**config.mk**
```make
export PLATFORM = sky130hd
export DESIGN_NAME = vcfe_ram
export DESIGN_NICKNAME = d
export VERILOG_FILES = /design/src/hw/rtl/vcfe_ram.sv
export SDC_FILE = /design/constraint.sdc
export NUM_CORES = 2
export LEC_CHECK = 0
export BUFFER_PORTS_ARGS = -buffer_cell sky130_fd_sc_hd__buf_2
export CAP_MARGIN = 20
export CORE_AREA = 4 4 403 405
export CTS_BUF_LIST = sky130_fd_sc_hd__clkbuf_8
export CTS_CLUSTER_DIAMETER = 30
export DETAILED_ROUTE_END_ITERATION = 6
export DIE_AREA = 0 0 407 409
export PLACE_DENSITY_LB_ADDON = 0.12
export SLEW_MARGIN = 15
export SYNTH_ARGS = -nofsm -noshare
export SYNTH_HDL_FRONTEND = slang
export SYNTH_SLANG_ARGS = --single-unit
```
**constraint.sdc**
```tcl
create_clock -name clk -period 3.8 [get_ports clk]
set_input_delay 0.19 -clock clk [delete_from_list [all_inputs] [get_ports clk]]
set_output_delay 0.19 -clock clk [all_outputs]
set_load 0.02 [all_outputs]
```
**src/hw/rtl/vcfe_ram.sv**
```systemverilog
module vcfe_ram #(
  parameter int WIDTH = 32,
  parameter int DEPTH = 64
) (
  input  logic                     clk,
  input  logic                     we,
  input  logic [$clog2(DEPTH)-1:0] wa,
  input  logic [WIDTH-1:0]         wd,
  input  logic                     re,
  input  logic [$clog2(DEPTH)-1:0] ra,
  output logic [WIDTH-1:0]         rd
);

  logic [WIDTH-1:0] mem [DEPTH];
  logic [WIDTH-1:0] rd_r;

  // Read-first: a read of the address written in the same cycle returns the old word.
  always_ff @(posedge clk) begin
    if (we) begin
      mem[wa] <= wd;
    end
    if (re) begin
      rd_r <= mem[ra];
    end
  end

  assign rd = rd_r;

endmodule

```
==> Word-level counts from Yosys, hierarchy flattened <==
Memories as Yosys holds them, arrays and structs flattened. A register that Yosys moved wholly into a read port is not among the register bits.
Cells that the tools add are included.
{ "classes": {"mux": 2} }
{ "op_table": {"columns": ["op", "count"], "rows": [
  ["2-to-1 mux 1 bit", 2]
]} }
{ "totals": {"ff_bits": 0, "mem_bits_rw": 2048, "output_inout_bits": 32, "memories": 1} }
{ "mem_list": {"columns": ["memory", "depth", "word_bits", "rd", "rd_ports_with_merged_regs", "write_ports", "line", "rtl"], "rows": [
  ["mem", 64, 32, 1, 1, 1, "14", "logic [WIDTH-1:0] mem [DEPTH];"]
]} }

==> Depth between registers and ports, before layout <==
{ "depth": {"depth_word": 2, "ltp_mapped": 10} }

==> Worst setup path after synthesis <==
Ideal clock, no wire load.
{ "synth_path": {"path_type": "input-to-reg", "start": "in wa[3]", "end": "mem mem[48][0] (enable)", "setup_time_ns": 0.461, "arrival_time_ns": 2.889, "required_time_ns": 3.339, "setup_slack_ns": 0.450, "cell_stages": 4, "path_buffers": 1, "path_cell_list": "clkbuf_1 nor2b_1 nand4b_1 nor3_1"} }
{ "synth_lines": {"columns": ["item", "line", "rtl"], "rows": [
  ["start, declared", "7", "input logic [$clog2(DEPTH)-1:0] wa,"],
  ["end, declared", "14", null]
]} }
No word-level cell before the write port.

==> Worst setup path after layout <==
{ "layout_path": {"start": "in we", "end": "mem mem[32][20] (enable)"} }
{ "layout_between": {"elab_chain_cells": 2} }
{ "layout_lines": {"columns": ["item", "line", "rtl"], "rows": [
  ["start, declared", "6", "input logic we,"],
  ["2-to-1 mux 1 bit", "19", "if (we) begin"],
  ["2-to-1 mux 1 bit (implied by the code)", "20", "mem[wa] <= wd;"]
]} }
No other way between the ends.

==> qor.csv <==
metric,value,unit
crit_path_frequent_cell,dlygate4sd3_1,
status,"finished, final reports clean",
power.switching,11.5,mW
clock-sinks,2080,
ys_types,33,
pre_cts_ws,390,ps
synth_edf_count,2080,
r2r_slack,1350,ps
hpwl,116000,um
rows,146,
num-nets-final,3940,
clock_power_share,47.5,%
required,4490,ps
ys_ff_latch,2080,
clk_pin_slew,60,ps
hold_violations,0,
synth.avg_cell_area,23.7,um2
ys_top_cells_by_area,"edfxtp_1, mux4_2, mux2i_1",
yosysTopAreaCell,edfxtp_1,
dpl_cell_area,83300,um2
synth_flop_cell,edfxtp_1,
wl,210000,um
worstSetupStartpointType,input pin,
critical_path_buf_inv_count,5,
cp_max_fo,18,
crit_chain,"dlygate4sd3_1, buf_2, nor2b_1, dlygate4sd3_1, nand2_1, dlygate4sd3_1, nor2_4, buf_12",
fin_setup_tns,0,ps
die_y,409,um
final_cell_mix,"edfxtp_1, mux4_2, clkbuf_8, buf_4, mux2i_1",
portBuffers,78,
drt-wirelength-per-cell,33.3,um
nFillCells,11200,
clockBufferDepth,4,
maxCapViolCount,0,
final_common_cell,edfxtp_1,
clockRootBuffer,clkbuf_8,
cp_top_family,buffers and inverters,
dr.pass1.iters,5,
period_minus_slack,2860,ps
p_seq_share,47.9,%
finalCritPeriodShare,75.2,%
p_leak,30.0,nW
synth.net_count,3371,
cp-endpoint,mem[32][20]$_DFFE_PP_,
worstSetupPathType,in -> reg,
final_max_slew_viol_count,0,
netlist_area,78800,um2
worst_pin_slew,1100,ps
vias,39100,
critical-path-max-stage-delay,650,ps
path_depth,8,
htree_levels,5,
hp-class,in -> reg,
grt_pass1_wl,297000,um
dieWidth,407,um
synth_top_area_share,79.2,%
grt_usage,25.6,%
core-area,158000,um2
hold_path_depth,2,
rsz0062_at_grt,false,
ir_drop,0.419,mV
vias_per_cell,6.20,
antenna_found_initial,17,
fmax,350,MHz
arrival,3550,ps
slew_headroom,26.9,%
skew,61.1,ps
clkLatencyLatePin,1050,ps
final_area,93500,um2
internal_power,41.9,mW
start_util,49.8,%
syn_to_final_growth,18.6,%
drive_above_1_share,36.1,%
grt_max_degree,69,
cts_resized,0,
pin_count,79,
cts_made_buffers,432,
cts_tree,done,
remaining_drc_errors,0,
gp_congestion,0.814,
reg2reg_to,rd[27]$_DFFE_PP_,
finalSetupViolCount,0,
drt_iter0_markers,4829,
async_flop_share,0,%
r2r_cells,4,
powerDensity,570,nW/um2
critPathLaunch,we,
detail-route-antenna-nets,0,
worst_slack,943,ps
grt-ovfl-total,0,
seq_area_frac_synth,79.2,%
cp-end-kind,register,
worst_path_max_delay_cell,nor2_4,
combPwrFrac,4.6,%
die_area,166000,um2
grt_pass1_vias,40500,
synth_cells,3324,
swShare,21.5,%
reg2reg_from,mem[8][27]$_DFFE_PP_,
yosys_warnings,0,
[cell usage after synthesis (2+ instances only)]
cell type	instances
edfxtp_1	2080
nand3_1	5
mux2i_1	93
or3b_1	2
and2_1	2
mux4_2	544
o221ai_1	27
o22ai_1	84
a21oi_1	62
and3_1	4
clkbuf_1	74
nor2b_1	15
a41o_1	4
nand2b_1	8
nor2_1	137
buf_2	57
buf_4	25
o32ai_1	4
nand2_1	26
nand4_1	2
or3_1	3
nand3b_1	5
nor3_1	7
or3b_2	3
buf_6	5
a311oi_1	8
buf_1	21
a22oi_1	12
[logic make-up (layout without fill, tap and decap cells)]
group | Yosys count | count (layout) | share of synthesized area (%)
AOI/OAI and AO/OA | 202 | 202 | 1.67
buffers and inverters | 182 | 1091 | 1.12
DFF | 2080 | 2080 | 79.2
muxes | 637 | 637 | 16.7
other | 0 | 10 | 0
and+or+nand+nor | 223 | 223 | 1.26
[routing by layer]
| metal | vias to the layer above | part of all wire [%] | global-route usage, % |
|---|---|---|---|
| met5 | - | 0.0081 | 0 |
| met4 | 4 | 2.6 | 7.37 |
| met3 | 320 | 9.5 | 5.85 |
| met2 | 2037 | 48 | 39.8 |
| met1 | 21200 | 40 | 36.7 |
| li1 | 15600 | - | - |
[per-stage QoR]
stage | hold WS, ps | cells | power (mW) | utilization, %
2_1_floorplan | 289 | 3324 | 27.3 | -
3_3_place_gp | 653 | 5475 | 28.4 | 52.6
6_report | 130 | 6315 | 53.3 | 59.0
5_1_grt | 43.8 | 6308 | 55.2 | 59.0
3_5_place_dp | 655 | 5475 | 28.4 | 52.6
4_1_cts | 86.1 | 6295 | 53.8 | 58.9
[what timing repair did]
item | CTS | global route
hold buffers | 46 | 0
hold endpoints to repair | 2005 | 0
setup buffers | 0 | 0
[flip-flops by register name, summed over array words and instances, names as in the netlist]
name / cells
rd: 32
mem: 2048
[power groups by stage]
stage	logic (mW)	registers, mW	clock network, mW
4_1_cts	2.44	25.6	25.7
2_1_floorplan	1.24	26.0	0
5_1_grt	2.58	25.6	27.0
6_report	2.45	25.6	25.3
3_5_place_dp	2.39	26.0	0
3_3_place_gp	2.34	26.0	0
[worst min path at each step]
stage / start / endpoint / slack [ps]
final: wd[30] / mem[49][30]$_DFFE_PP_ / 130
after global routing: wd[30] / mem[51][30]$_DFFE_PP_ / 40
after CTS: wa[1] / mem[49][2]$_DFFE_PP_ / 90
after detailed placement: rd[17]$_DFFE_PP_ / rd[17] / 660
after global placement: rd[4]$_DFFE_PP_ / rd[4] / 650
after floorplan: wd[0] / mem[0][0]$_DFFE_PP_ / 290
[final cells by class]
cell class                 instances  area, um2  share of cell area, %
multi-input combinational       1062      16000                   17.1
timing repair buffer             317       3020                   3.23
clock buffer                     439       6040                   6.46
sequential                      2080      62500                   66.8
antenna                           10       25.0                 0.0268
clock inverter                   335       3420                   3.65
tap                             2072       2590                   2.77
(Power assumes the default switching activity.)
